--- src/tcs_pkg.sv ---
// Shared types and constants of the timed cue scheduler.
// Used by the controller, the datapath and the top level; no dependencies.
package tcs_pkg;

  localparam int MAX_CUES    = 16;
  localparam int TIME_W      = 31;
  localparam int ITEM_W      = 16;
  localparam int CUE_IDX_W   = 5;
  localparam int PTR_W       = $clog2(MAX_CUES + 1);
  localparam int ADDR_W      = (MAX_CUES > 1) ? $clog2(MAX_CUES) : 1;
  localparam int CUE_W       = 2 * TIME_W + ITEM_W;
  localparam int EVENT_LIMIT = 32;
  localparam int EV_CNT_W    = $clog2(EVENT_LIMIT + 1);

  typedef enum logic [1:0] {
    OP_LOAD  = 2'd0,
    OP_CLEAR = 2'd1,
    OP_SEEK  = 2'd2,
    OP_PLAY  = 2'd3
  } opcode_t;

  typedef enum logic [2:0] {
    EV_RESET  = 3'd0,
    EV_BEGIN  = 3'd1,
    EV_END    = 3'd2,
    EV_DONE   = 3'd3,
    EV_REJECT = 3'd4
  } ev_kind_t;

  typedef enum logic [1:0] {
    SEL_BEG = 2'd0,
    SEL_END = 2'd1,
    SEL_IDX = 2'd2
  } addr_sel_t;

  typedef enum logic [3:0] {
    ST_IDLE,
    ST_LOAD,
    ST_REJECT,
    ST_CLEAR,
    ST_SEEK_RST,
    ST_B_RD,
    ST_B_CMP,
    ST_E_RD,
    ST_E_CMP,
    ST_I_RD,
    ST_I_EMIT,
    ST_DONE
  } state_t;

  typedef struct packed {
    logic      cap;
    logic      wr_cue;
    logic      clr_all;
    logic      clr_ptrs;
    addr_sel_t addr_sel;
    logic      inc_beg;
    logic      inc_end;
    logic      inc_idx;
    logic      inc_ev;
    logic      ld_idx;
    logic      push;
    ev_kind_t  kind;
    logic      with_cue;
    logic      last;
  } cmd_t;

  typedef struct packed {
    opcode_t opcode;
    logic    full;
    logic    beg_avail;
    logic    end_avail;
    logic    idx_avail;
    logic    ev_ok;
    logic    start_le;
    logic    stop_le;
    logic    push_ok;
  } stat_t;

endpackage

--- src/timed_cue_scheduler_top.sv ---
// Timed cue scheduler: one input word per command, a burst of result words,
// the last one a done word with tlast set; a new command is taken only once
// the done word of the last one has been pushed. Play and seek walk the cue
// table one entry at a time (RAM address, then registered read and time
// compare), and any step that pushes a result waits while out_tready is low
// and a word is pending. The cue table RAM is not cleared; clear only resets
// the fill count and the begin and end pointers.
// Depends on tcs_pkg, tcs_ctrl, tcs_dp and tcs_ram.
module timed_cue_scheduler_top (
  input  logic         clk,
  input  logic         rst_n,
  input  logic         in_tvalid,
  output logic         in_tready,
  // [30:0] time_ms, [61:31] cue_start_ms, [92:62] cue_stop_ms, [108:93] cue_item
  input  logic [111:0] in_tdata,
  // [1:0] opcode
  input  logic [1:0]   in_tuser,
  output logic         out_tvalid,
  input  logic         out_tready,
  // [4:0] cue_index, [20:5] event_item
  output logic [23:0]  out_tdata,
  // [2:0] event_kind
  output logic [2:0]   out_tuser,
  output logic         out_tlast
);

  tcs_pkg::cmd_t  cmd;
  tcs_pkg::stat_t stat;
  logic [tcs_pkg::CUE_IDX_W-1:0] out_index;
  logic [tcs_pkg::ITEM_W-1:0]    out_item;

  tcs_ctrl u_ctrl (
    .clk      (clk),
    .rst_n    (rst_n),
    .in_valid (in_tvalid),
    .in_opcode(in_tuser),
    .in_ready (in_tready),
    .stat     (stat),
    .cmd      (cmd)
  );

  tcs_dp u_dp (
    .clk      (clk),
    .rst_n    (rst_n),
    .cmd      (cmd),
    .stat     (stat),
    .in_opcode(in_tuser),
    .in_time  (in_tdata[30:0]),
    .in_start (in_tdata[61:31]),
    .in_stop  (in_tdata[92:62]),
    .in_item  (in_tdata[108:93]),
    .out_valid(out_tvalid),
    .out_ready(out_tready),
    .out_kind (out_tuser),
    .out_index(out_index),
    .out_item (out_item),
    .out_last (out_tlast)
  );

  assign out_tdata = {3'b000, out_item, out_index};

endmodule

--- src/tcs_ram.sv ---
// Generic single-write, single-read RAM with registered read data.
// No dependencies.
module tcs_ram #(
  parameter int WIDTH = 8,
  parameter int DEPTH = 16,
  localparam int AW   = (DEPTH > 1) ? $clog2(DEPTH) : 1
) (
  input  logic             clk,
  input  logic             wr_en,
  input  logic [AW-1:0]    wr_addr,
  input  logic [WIDTH-1:0] wr_data,
  input  logic [AW-1:0]    rd_addr,
  output logic [WIDTH-1:0] rd_data
);

  logic [WIDTH-1:0] mem [DEPTH];

  always_ff @(posedge clk) begin
    if (wr_en) begin
      mem[wr_addr] <= wr_data;
    end
    rd_data <= mem[rd_addr];
  end

endmodule

--- src/tcs_dp.sv ---
// Datapath of the timed cue scheduler: cue table RAM, pointers, time compare
// and the result register. Depends on tcs_pkg and tcs_ram.
module tcs_dp (
  input  logic                            clk,
  input  logic                            rst_n,
  input  tcs_pkg::cmd_t                   cmd,
  output tcs_pkg::stat_t                  stat,
  input  logic [1:0]                      in_opcode,
  input  logic [tcs_pkg::TIME_W-1:0]      in_time,
  input  logic [tcs_pkg::TIME_W-1:0]      in_start,
  input  logic [tcs_pkg::TIME_W-1:0]      in_stop,
  input  logic [tcs_pkg::ITEM_W-1:0]      in_item,
  output logic                            out_valid,
  input  logic                            out_ready,
  output logic [2:0]                      out_kind,
  output logic [tcs_pkg::CUE_IDX_W-1:0]   out_index,
  output logic [tcs_pkg::ITEM_W-1:0]      out_item,
  output logic                            out_last
);

  localparam int TW = tcs_pkg::TIME_W;
  localparam int IW = tcs_pkg::ITEM_W;

  tcs_pkg::opcode_t          opcode_r;
  logic [TW-1:0]             time_r, start_r, stop_r;
  logic [IW-1:0]             item_r;
  logic [tcs_pkg::PTR_W-1:0] count_r, beg_r, end_r, idx_r;
  logic [tcs_pkg::EV_CNT_W-1:0] events_r;
  logic [tcs_pkg::PTR_W-1:0] sel_ptr;
  logic [tcs_pkg::CUE_W-1:0] rd_data;
  logic [TW-1:0]             rd_start, rd_stop;
  logic [IW-1:0]             rd_item;

  logic                        out_valid_r;
  logic [2:0]                  out_kind_r;
  logic [tcs_pkg::CUE_IDX_W-1:0] out_index_r;
  logic [IW-1:0]               out_item_r;
  logic                        out_last_r;

  // Latch the input word.
  always_ff @(posedge clk) begin
    if (cmd.cap) begin
      opcode_r <= tcs_pkg::opcode_t'(in_opcode);
      time_r   <= in_time;
      start_r  <= in_start;
      stop_r   <= in_stop;
      item_r   <= in_item;
    end
  end

  always_ff @(posedge clk) begin
    if (!rst_n) begin
      count_r  <= '0;
      beg_r    <= '0;
      end_r    <= '0;
      idx_r    <= '0;
      events_r <= '0;
    end else begin
      if (cmd.clr_all) begin
        count_r <= '0;
      end else if (cmd.wr_cue) begin
        count_r <= count_r + 1'b1;
      end
      if (cmd.clr_all || cmd.clr_ptrs) begin
        beg_r <= '0;
        end_r <= '0;
      end else begin
        if (cmd.inc_beg) beg_r <= beg_r + 1'b1;
        if (cmd.inc_end) end_r <= end_r + 1'b1;
      end
      if (cmd.ld_idx) begin
        idx_r <= end_r;
      end else if (cmd.inc_idx) begin
        idx_r <= idx_r + 1'b1;
      end
      if (cmd.cap) begin
        events_r <= '0;
      end else if (cmd.inc_ev) begin
        events_r <= events_r + 1'b1;
      end
    end
  end

  always_comb begin
    unique case (cmd.addr_sel)
      tcs_pkg::SEL_BEG: sel_ptr = beg_r;
      tcs_pkg::SEL_END: sel_ptr = end_r;
      tcs_pkg::SEL_IDX: sel_ptr = idx_r;
      default:          sel_ptr = beg_r;
    endcase
  end

  tcs_ram #(
    .WIDTH(tcs_pkg::CUE_W),
    .DEPTH(tcs_pkg::MAX_CUES)
  ) u_cue_ram (
    .clk    (clk),
    .wr_en  (cmd.wr_cue),
    .wr_addr(count_r[tcs_pkg::ADDR_W-1:0]),
    .wr_data({item_r, stop_r, start_r}),
    .rd_addr(sel_ptr[tcs_pkg::ADDR_W-1:0]),
    .rd_data(rd_data)
  );

  assign rd_start = rd_data[TW-1:0];
  assign rd_stop  = rd_data[2*TW-1:TW];
  assign rd_item  = rd_data[2*TW+IW-1:2*TW];

  assign stat.opcode    = opcode_r;
  assign stat.full      = (count_r == tcs_pkg::PTR_W'(tcs_pkg::MAX_CUES));
  assign stat.beg_avail = (beg_r < count_r);
  assign stat.end_avail = (end_r < count_r);
  assign stat.idx_avail = (idx_r < beg_r);
  assign stat.ev_ok     = (events_r < tcs_pkg::EV_CNT_W'(tcs_pkg::EVENT_LIMIT));
  assign stat.start_le  = (rd_start <= time_r);
  assign stat.stop_le   = (rd_stop <= time_r);
  assign stat.push_ok   = !out_valid_r || out_ready;

  // Result register: load on push, drop once taken.
  always_ff @(posedge clk) begin
    if (!rst_n) begin
      out_valid_r <= 1'b0;
    end else if (cmd.push) begin
      out_valid_r <= 1'b1;
    end else if (out_ready) begin
      out_valid_r <= 1'b0;
    end
  end

  always_ff @(posedge clk) begin
    if (cmd.push) begin
      out_kind_r  <= cmd.kind;
      out_last_r  <= cmd.last;
      out_index_r <= cmd.with_cue ? tcs_pkg::CUE_IDX_W'(sel_ptr) : '0;
      out_item_r  <= cmd.with_cue ? rd_item : '0;
    end
  end

  assign out_valid = out_valid_r;
  assign out_kind  = out_kind_r;
  assign out_index = out_index_r;
  assign out_item  = out_item_r;
  assign out_last  = out_last_r;

  a_count_max: assert property (@(posedge clk) disable iff (!rst_n)
    count_r <= tcs_pkg::PTR_W'(tcs_pkg::MAX_CUES))
    else $error("cue count above table size");

  a_ptrs_in_table: assert property (@(posedge clk) disable iff (!rst_n)
    beg_r <= count_r && end_r <= count_r)
    else $error("pointer beyond loaded cues");

  a_last_is_done: assert property (@(posedge clk) disable iff (!rst_n)
    out_valid_r && out_last_r |-> out_kind_r == tcs_pkg::EV_DONE)
    else $error("last set on a result other than done");

  a_push_when_free: assert property (@(posedge clk) disable iff (!rst_n)
    cmd.push |-> !out_valid_r || out_ready)
    else $error("result pushed over a pending word");

  a_no_write_full: assert property (@(posedge clk) disable iff (!rst_n)
    cmd.wr_cue |-> !stat.full)
    else $error("cue written into full table");

endmodule

--- src/tcs_ctrl.sv ---
// Controller of the timed cue scheduler: sequences load, clear, seek and play
// over the datapath. Depends on tcs_pkg.
module tcs_ctrl (
  input  logic           clk,
  input  logic           rst_n,
  input  logic           in_valid,
  input  logic [1:0]     in_opcode,
  output logic           in_ready,
  input  tcs_pkg::stat_t stat,
  output tcs_pkg::cmd_t  cmd
);

  tcs_pkg::state_t state_r, state_nxt;
  logic            seek;

  assign seek = (stat.opcode == tcs_pkg::OP_SEEK);

  always_ff @(posedge clk) begin
    if (!rst_n) begin
      state_r <= tcs_pkg::ST_IDLE;
    end else begin
      state_r <= state_nxt;
    end
  end

  always_comb begin
    state_nxt = state_r;
    cmd       = '0;
    in_ready  = 1'b0;
    unique case (state_r)
      tcs_pkg::ST_IDLE: begin
        in_ready = 1'b1;
        if (in_valid) begin
          cmd.cap = 1'b1;
          unique case (tcs_pkg::opcode_t'(in_opcode))
            tcs_pkg::OP_LOAD:  state_nxt = tcs_pkg::ST_LOAD;
            tcs_pkg::OP_CLEAR: state_nxt = tcs_pkg::ST_CLEAR;
            tcs_pkg::OP_SEEK:  state_nxt = tcs_pkg::ST_SEEK_RST;
            tcs_pkg::OP_PLAY:  state_nxt = tcs_pkg::ST_B_RD;
            default:           state_nxt = tcs_pkg::ST_DONE;
          endcase
        end
      end
      tcs_pkg::ST_LOAD: begin
        if (stat.full) begin
          state_nxt = tcs_pkg::ST_REJECT;
        end else begin
          cmd.wr_cue = 1'b1;
          state_nxt  = tcs_pkg::ST_DONE;
        end
      end
      tcs_pkg::ST_REJECT: begin
        if (stat.push_ok) begin
          cmd.push  = 1'b1;
          cmd.kind  = tcs_pkg::EV_REJECT;
          state_nxt = tcs_pkg::ST_DONE;
        end
      end
      tcs_pkg::ST_CLEAR: begin
        cmd.clr_all = 1'b1;
        state_nxt   = tcs_pkg::ST_DONE;
      end
      tcs_pkg::ST_SEEK_RST: begin
        if (stat.push_ok) begin
          cmd.push     = 1'b1;
          cmd.kind     = tcs_pkg::EV_RESET;
          cmd.clr_ptrs = 1'b1;
          state_nxt    = tcs_pkg::ST_B_RD;
        end
      end
      tcs_pkg::ST_B_RD: begin
        cmd.addr_sel = tcs_pkg::SEL_BEG;
        if (stat.beg_avail && (seek || stat.ev_ok)) begin
          state_nxt = tcs_pkg::ST_B_CMP;
        end else begin
          state_nxt = tcs_pkg::ST_E_RD;
        end
      end
      tcs_pkg::ST_B_CMP: begin
        cmd.addr_sel = tcs_pkg::SEL_BEG;
        if (!stat.start_le) begin
          state_nxt = tcs_pkg::ST_E_RD;
        end else if (seek) begin
          cmd.inc_beg = 1'b1;
          state_nxt   = tcs_pkg::ST_B_RD;
        end else if (stat.push_ok) begin
          cmd.push     = 1'b1;
          cmd.kind     = tcs_pkg::EV_BEGIN;
          cmd.with_cue = 1'b1;
          cmd.inc_beg  = 1'b1;
          cmd.inc_ev   = 1'b1;
          state_nxt    = tcs_pkg::ST_B_RD;
        end
      end
      tcs_pkg::ST_E_RD: begin
        cmd.addr_sel = tcs_pkg::SEL_END;
        if (stat.end_avail && (seek || stat.ev_ok)) begin
          state_nxt = tcs_pkg::ST_E_CMP;
        end else if (seek) begin
          cmd.ld_idx = 1'b1;
          state_nxt  = tcs_pkg::ST_I_RD;
        end else begin
          state_nxt = tcs_pkg::ST_DONE;
        end
      end
      tcs_pkg::ST_E_CMP: begin
        cmd.addr_sel = tcs_pkg::SEL_END;
        if (!stat.stop_le) begin
          if (seek) begin
            cmd.ld_idx = 1'b1;
            state_nxt  = tcs_pkg::ST_I_RD;
          end else begin
            state_nxt = tcs_pkg::ST_DONE;
          end
        end else if (seek) begin
          cmd.inc_end = 1'b1;
          state_nxt   = tcs_pkg::ST_E_RD;
        end else if (stat.push_ok) begin
          cmd.push     = 1'b1;
          cmd.kind     = tcs_pkg::EV_END;
          cmd.with_cue = 1'b1;
          cmd.inc_end  = 1'b1;
          cmd.inc_ev   = 1'b1;
          state_nxt    = tcs_pkg::ST_E_RD;
        end
      end
      tcs_pkg::ST_I_RD: begin
        cmd.addr_sel = tcs_pkg::SEL_IDX;
        if (stat.idx_avail) begin
          state_nxt = tcs_pkg::ST_I_EMIT;
        end else begin
          state_nxt = tcs_pkg::ST_DONE;
        end
      end
      tcs_pkg::ST_I_EMIT: begin
        cmd.addr_sel = tcs_pkg::SEL_IDX;
        if (stat.push_ok) begin
          cmd.push     = 1'b1;
          cmd.kind     = tcs_pkg::EV_BEGIN;
          cmd.with_cue = 1'b1;
          cmd.inc_idx  = 1'b1;
          state_nxt    = tcs_pkg::ST_I_RD;
        end
      end
      tcs_pkg::ST_DONE: begin
        if (stat.push_ok) begin
          cmd.push  = 1'b1;
          cmd.kind  = tcs_pkg::EV_DONE;
          cmd.last  = 1'b1;
          state_nxt = tcs_pkg::ST_IDLE;
        end
      end
      default: state_nxt = tcs_pkg::ST_IDLE;
    endcase
  end

endmodule
--- config.mk ---
export PLATFORM = sky130hd
export DESIGN_NAME = timed_cue_scheduler_top
export DESIGN_NICKNAME = d
export VERILOG_FILES = /design/src/tcs_pkg.sv /design/src/timed_cue_scheduler_top.sv /design/src/tcs_ram.sv /design/src/tcs_dp.sv /design/src/tcs_ctrl.sv
export SDC_FILE = /design/constraint.sdc
export NUM_CORES = 2
export LEC_CHECK = 0
export BUFFER_PORTS_ARGS = -buffer_cell sky130_fd_sc_hd__buf_2
export CAP_MARGIN = 20
export CORE_MARGIN = 2
export CORE_UTILIZATION = 35
export DETAILED_ROUTE_END_ITERATION = 10
export GPL_ROUTABILITY_DRIVEN = 0
export PLACE_DENSITY = 0.55
export SYNTH_ARGS = -nofsm -noshare
export SYNTH_HDL_FRONTEND = slang
export SYNTH_HIERARCHICAL = 1
export SYNTH_SLANG_ARGS = --single-unit
--- constraint.sdc ---
create_clock -name clk -period 8.35 [get_ports clk]
set_input_delay 0.835 -clock clk [delete_from_list [all_inputs] [get_ports clk]]
set_output_delay 0.835 -clock clk [all_outputs]
set_load 0.01 [all_outputs]
* After elaboration in Yosys (flattened, before gate mapping)
Memories as Yosys holds them, arrays and structs flattened. A register that Yosys moved wholly into a read port is not among the register bits.
Index checks and enable logic that the tools add are counted.
** Operators by class
- Add/subtract/negate cells :: 5
- Magnitude comparators :: 6
- Equal/unequal tests :: 23
- Muxes and demuxes :: 58
- Bitwise operators :: 1
- Reduce and logical (&&, ||, !) cells :: 16
** Operator list (count)
- less-or-equal comparator 31 bit :: 2
- 2-to-1 mux 4 bit :: 15
- one-hot mux 4 bit (12 select lines) :: 1
- 2-to-1 mux 5 bit :: 8
- 2-to-1 mux 1 bit :: 26
- one-hot mux 4 bit (6 select lines) :: 1
- adder 5 x 1 -> 5 bit (second input constant) :: 4
- equality test 4 x 3 -> 1 bit (second input constant) :: 4
- equality test 4 bit (second input constant) :: 4
- one-hot mux 4 bit (4 select lines) :: 1
- < comparator 5 bit :: 3
- one-hot mux 5 bit (2 select lines) :: 1
- OR reduction 2 bit :: 5
- equality test 2 bit (second input constant) :: 4
- equality test 4 x 2 -> 1 bit (second input constant) :: 2
- != test 2 bit (second input constant) :: 4
- adder 6 x 1 -> 6 bit (second input constant) :: 1
- < comparator 6 bit (second input constant) :: 1
- equality test 5 bit (second input constant) :: 1
- AND reduction 5 bit :: 1
- equality test 2 x 1 -> 1 bit (second input constant) :: 2
- equality test 4 x 1 -> 1 bit (second input constant) :: 1
- zero test 4 bit :: 1
- != test 4 bit (second input constant) :: 1
- other kinds (10) :: 15
** Storage, ports and cells
- Register bits after elaboration :: 167
- Memory bits (writable) :: 1248
- Logic and storage cells :: 126
- Memories :: 1
** Memory list
- u_dp.u_cue_ram.mem :: depth 16, bits a word 78, rd ports 1, clocked after Yosys merged registers in 1, write ports 1, line tcs_ram.sv:16 : logic [WIDTH-1:0] mem [DEPTH];

* Longest topological paths before layout
- Depth after elaboration :: 7
- Depth in mapped cells :: 15

* Hierarchy
The synthesis kept the hierarchy.
** By module, submodules not included
- tcs_ram :: instances 1, cells each 2004, area an instance 48263.8 um2, seq. area each 39037.4 um2
- tcs_dp :: instances 1, cells each 527, area an instance 7198.2 um2, seq. area each 4624.4 um2
- tcs_ctrl :: instances 1, cells each 97, area an instance 640.6 um2, seq. area each 80.1 um2
- timed_cue_scheduler_top :: instances 1, cells each 4, area an instance 26.3 um2, seq. area each 0.0 um2

* Worst setup path after synthesis
No wires, ideal clock.
- Path kind :: reg-to-reg
- From :: register u_dp/count_r[0] (netlist name)
- To :: memory u_dp/u_cue_ram/mem[0][0] (netlist name), enable pin
- Arrival :: 7.663 ns
- Data required time :: 7.740 ns
- Setup slack :: 0.077 ns
- Stages on the path, launching flop included :: 7
- Path buffers :: 0
- Period minus slack after synthesis :: 8.273 ns
- Cells stage by stage :: dfxtp_1 -> inv_1 -> ha_1 -> and4_1 -> nor4_1 -> or3b_2 -> nor3_1
** RTL lines
- start: declaration :: line tcs_dp.sv:27 : logic [tcs_pkg::PTR_W-1:0] count_r, beg_r, end_r, idx_r;
- start signal: assignment :: line tcs_dp.sv:62 : count_r <= count_r + 1'b1;
- end: declaration :: line tcs_ram.sv:16

==> metrics <==
Final setup viols=0; R2R cell count=11; die area=164,000 um^2; Mapped Cells=2,632; share of cells above drive strength 1=25.5%; fin crit share=59.0%; cell count after placement=4,784; fill count=13.7k; clock buffer depth=3; DIE HEIGHT=404 um; Yosys top cell area share=74.0%; syn avg cell area=21.3 um^2; Leakage=20.5 nW; port buffer count=141; synth top area cells=edfxtp_1 (74%), mux4_2 (12%), dfxtp_1 (3.9%); pin count of the biggest net entering global routing=147; CTS tree=yes; achievable frequency=203 MHz; final hold violation count=0; Worst Path Required=8990 ps; Synth Cell Area=56,100 um^2; R2R Path End=u_dp/u_cue_ram/rd_data[41]; row cnt=146; Starting Density=35.4%; Post-synth EDFFs=1,384; Rel. slew slack=31.0%; GRT Overall Usage=16.4%; CTS HTree Levels=4; initial antenna violation count=8; Seq/Total Area, Yosys=77.9%; CP Class=flip-flop to flip-flop; Final Instance Count excl. Fillers=5,070; first-pass GRT wire length=192 mm; RSZ-0062 raised after global routing=false; CORE AREA=159,000 um^2; remaining antenna violation count after routing=0; First DRT Iteration DRCs=2,283; fin crit period=4930 ps; Final Slew Violations=0; Hold Path Class=primary input to flip-flop; R2R Setup Slk=3420 ps; ys flop type=edfxtp_1; clock sink count=1,493; Clock Skew=48.5 ps; Fin Hold WS=224 ps; Wirelength per Cell=26.5 um; Critical Path End Type=flip-flop; clock-pin slew on the worst setup and hold paths=60 ps; Routed WL=134 mm; max cap viols=0; WP data arrival=5570 ps; CTS buffer count=153; setup_tns=0 ps; Final HPWL DP=69.6 mm; 1st-pass router iterations=5; Worst VDD drop=0.339 mV; fraction of synthesis flops using an asynchronous set or reset pin=0%; Resize count post-CTS=0; drc violations=0; CTS root buffer=clkbuf_16; commonest cells in the netlist=edfxtp_1 (1,384), mux4_2 (308), a22oi_1 (159), nand2_1 (121), dfxtp_1 (109); Final #Nets=3,067; start of the worst register-to-register path=u_ctrl/state_r[3]; Pwr Density=324 nW/um^2; CP endpoint=u_dp/u_cue_ram/rd_data[41]; Worst setup SP type=flip-flop; Worst Tran Pin Value=1040 ps; count leader, synth=edfxtp_1; routed vias=26.6k; status=finished clean; Vias/cell=5.25; Critical Path Source=u_ctrl/state_r[3]; hold bufs inserted after CTS=0; Yosys cell types=54; post-CTS setup buffers=0; Yosys top cell by area=edfxtp_1; area delta synth->final=14.8%; worst-skew pair later-pin latency=790 ps; grt ovf=0; number of global-route vias before repair=27.7k; hold path start=in_tdata[107]; synth warn=6; Boundary Pins=148; #FFs+latches synth=1,493; Max Fanout on Critical Path=41; Die Wd=404 um
placed cells by master (no fill, tap or decap), types with 8 or more instances in the layout:
| cell | synthesis | final |
|---|---|---|
| nand3_1 | 11 | 11 |
| inv_1 | 53 | 53 |
| nand2_1 | 121 | 121 |
| mux4_2 | 308 | 308 |
| buf_4 | 14 | 53 |
| a22oi_1 | 159 | 159 |
| a221oi_1 | 12 | 12 |
| dfxtp_1 | 109 | 109 |
| clkbuf_16 | 0 | 154 |
| bufinv_16 | 0 | 10 |
| nor2_4 | 0 | 13 |
| clkinv_1 | 0 | 26 |
| clkbuf_1 | 46 | 34 |
| xor2_1 | 9 | 9 |
| buf_2 | 21 | 141 |
| nor3_1 | 12 | 8 |
| a21oi_1 | 34 | 33 |
| a21o_1 | 12 | 11 |
| nand4_1 | 18 | 18 |
| clkbuf_8 | 0 | 19 |
| edfxtp_1 | 1384 | 1384 |
| nor2_1 | 50 | 37 |
| ha_1 | 82 | 82 |
| and2_1 | 29 | 27 |
| o21ai_0 | 21 | 20 |
| xnor2_1 | 11 | 11 |
| nand2b_1 | 15 | 15 |
| clkinv_2 | 0 | 20 |
critical path, cell delays in order (launching register included):
cell	delay [ps]
dfxtp_1	700
and2b_1	290
nand2_1	120
nand2_1	120
inv_1	50
ha_1	470
o21ai_4	640
buf_4	590
buf_4	780
mux4_2	590
a22oi_1	240
nand2_1	100
per-stage QoR:
step | area (um^2) | total power [W] | setup slack [ps] | utilization [%]
6_report | 64400 | 0.0209 | 3420 | 40.6
5_1_grt | 64400 | 0.0218 | 3020 | 40.6
4_1_cts | 64400 | 0.0211 | 3320 | 40.6
3_5_place_dp | 59400 | 0.0144 | 3350 | 37.4
3_3_place_gp | 59400 | 0.0143 | 3480 | 37.4
2_1_floorplan | 56100 | 0.0126 | 76.9 | -
worst min path at each step:
stage               depth (start not counted)  slack, ps                end
CTS                                         1        150    u_dp/item_r[14]
global placement                            2        480   u_dp/events_r[5]
global route                                1        170    u_dp/item_r[14]
detailed placement                          1        500  u_dp/out_item[13]
finish                                      1        220    u_dp/item_r[14]
floorplan                                   2        460   u_dp/events_r[5]
per-layer routing:
metal | vias to the layer above | part of all wire, % | track usage (%)
li1 | 11400 | - | -
met1 | 14200 | 43 | 22.4
met2 | 790 | 49 | 27.1
met3 | 196 | 5.3 | 2.78
met4 | 8 | 2.2 | 4.41
met5 | - | 0.028 | 0
flip-flops by register name (all words and copies together) (netlist names), 6 cells and up:
name	cells
u_dp/out_item	16
u_dp/stop_r	31
u_dp/events_r	6
u_dp/u_cue_ram/rd_data	78
u_dp/start_r	31
u_dp/item_r	16
u_dp/u_cue_ram/mem	1248
u_dp/time_r	31
area by class of cell:
type                       count  area [um^2]  share of cell area (%)
clock buffer                 207         4240                    6.59
multi-input combinational    968        11700                    18.1
timing repair buffer         198         1180                    1.84
tap                         2072         2590                    4.03
clock inverter                78          766                    1.19
inverter                      53          199                   0.309
sequential                  1493        43700                    67.9
antenna                        1         2.50                 0.00389
kinds of logic after synthesis:
| family | after synthesis | share of synthesized area (%) |
|---|---|---|
| AOI/OAI and AO/OA | 263 | 3.34 |
| xor gates and xnor gates | 20 | 0.312 |
| adders and majority gates | 82 | 1.83 |
| buffers and inverters | 173 | 1.56 |
| DFF | 1493 | 77.9 |
| muxes | 319 | 12.7 |
| other | 1 | 0.00668 |
| and+or+nand+nor | 281 | 2.35 |
where the power goes:
| part | internal, W | switching [W] |
|---|---|---|
| clock | 0.00390 | 0.00282 |
| combinational | 0.00168 | 0.00265 |
| sequential | 0.00923 | 0.000593 |
| total | 0.0148 | 0.00606 |
Note: power is estimated with default switching activity, not from simulation.
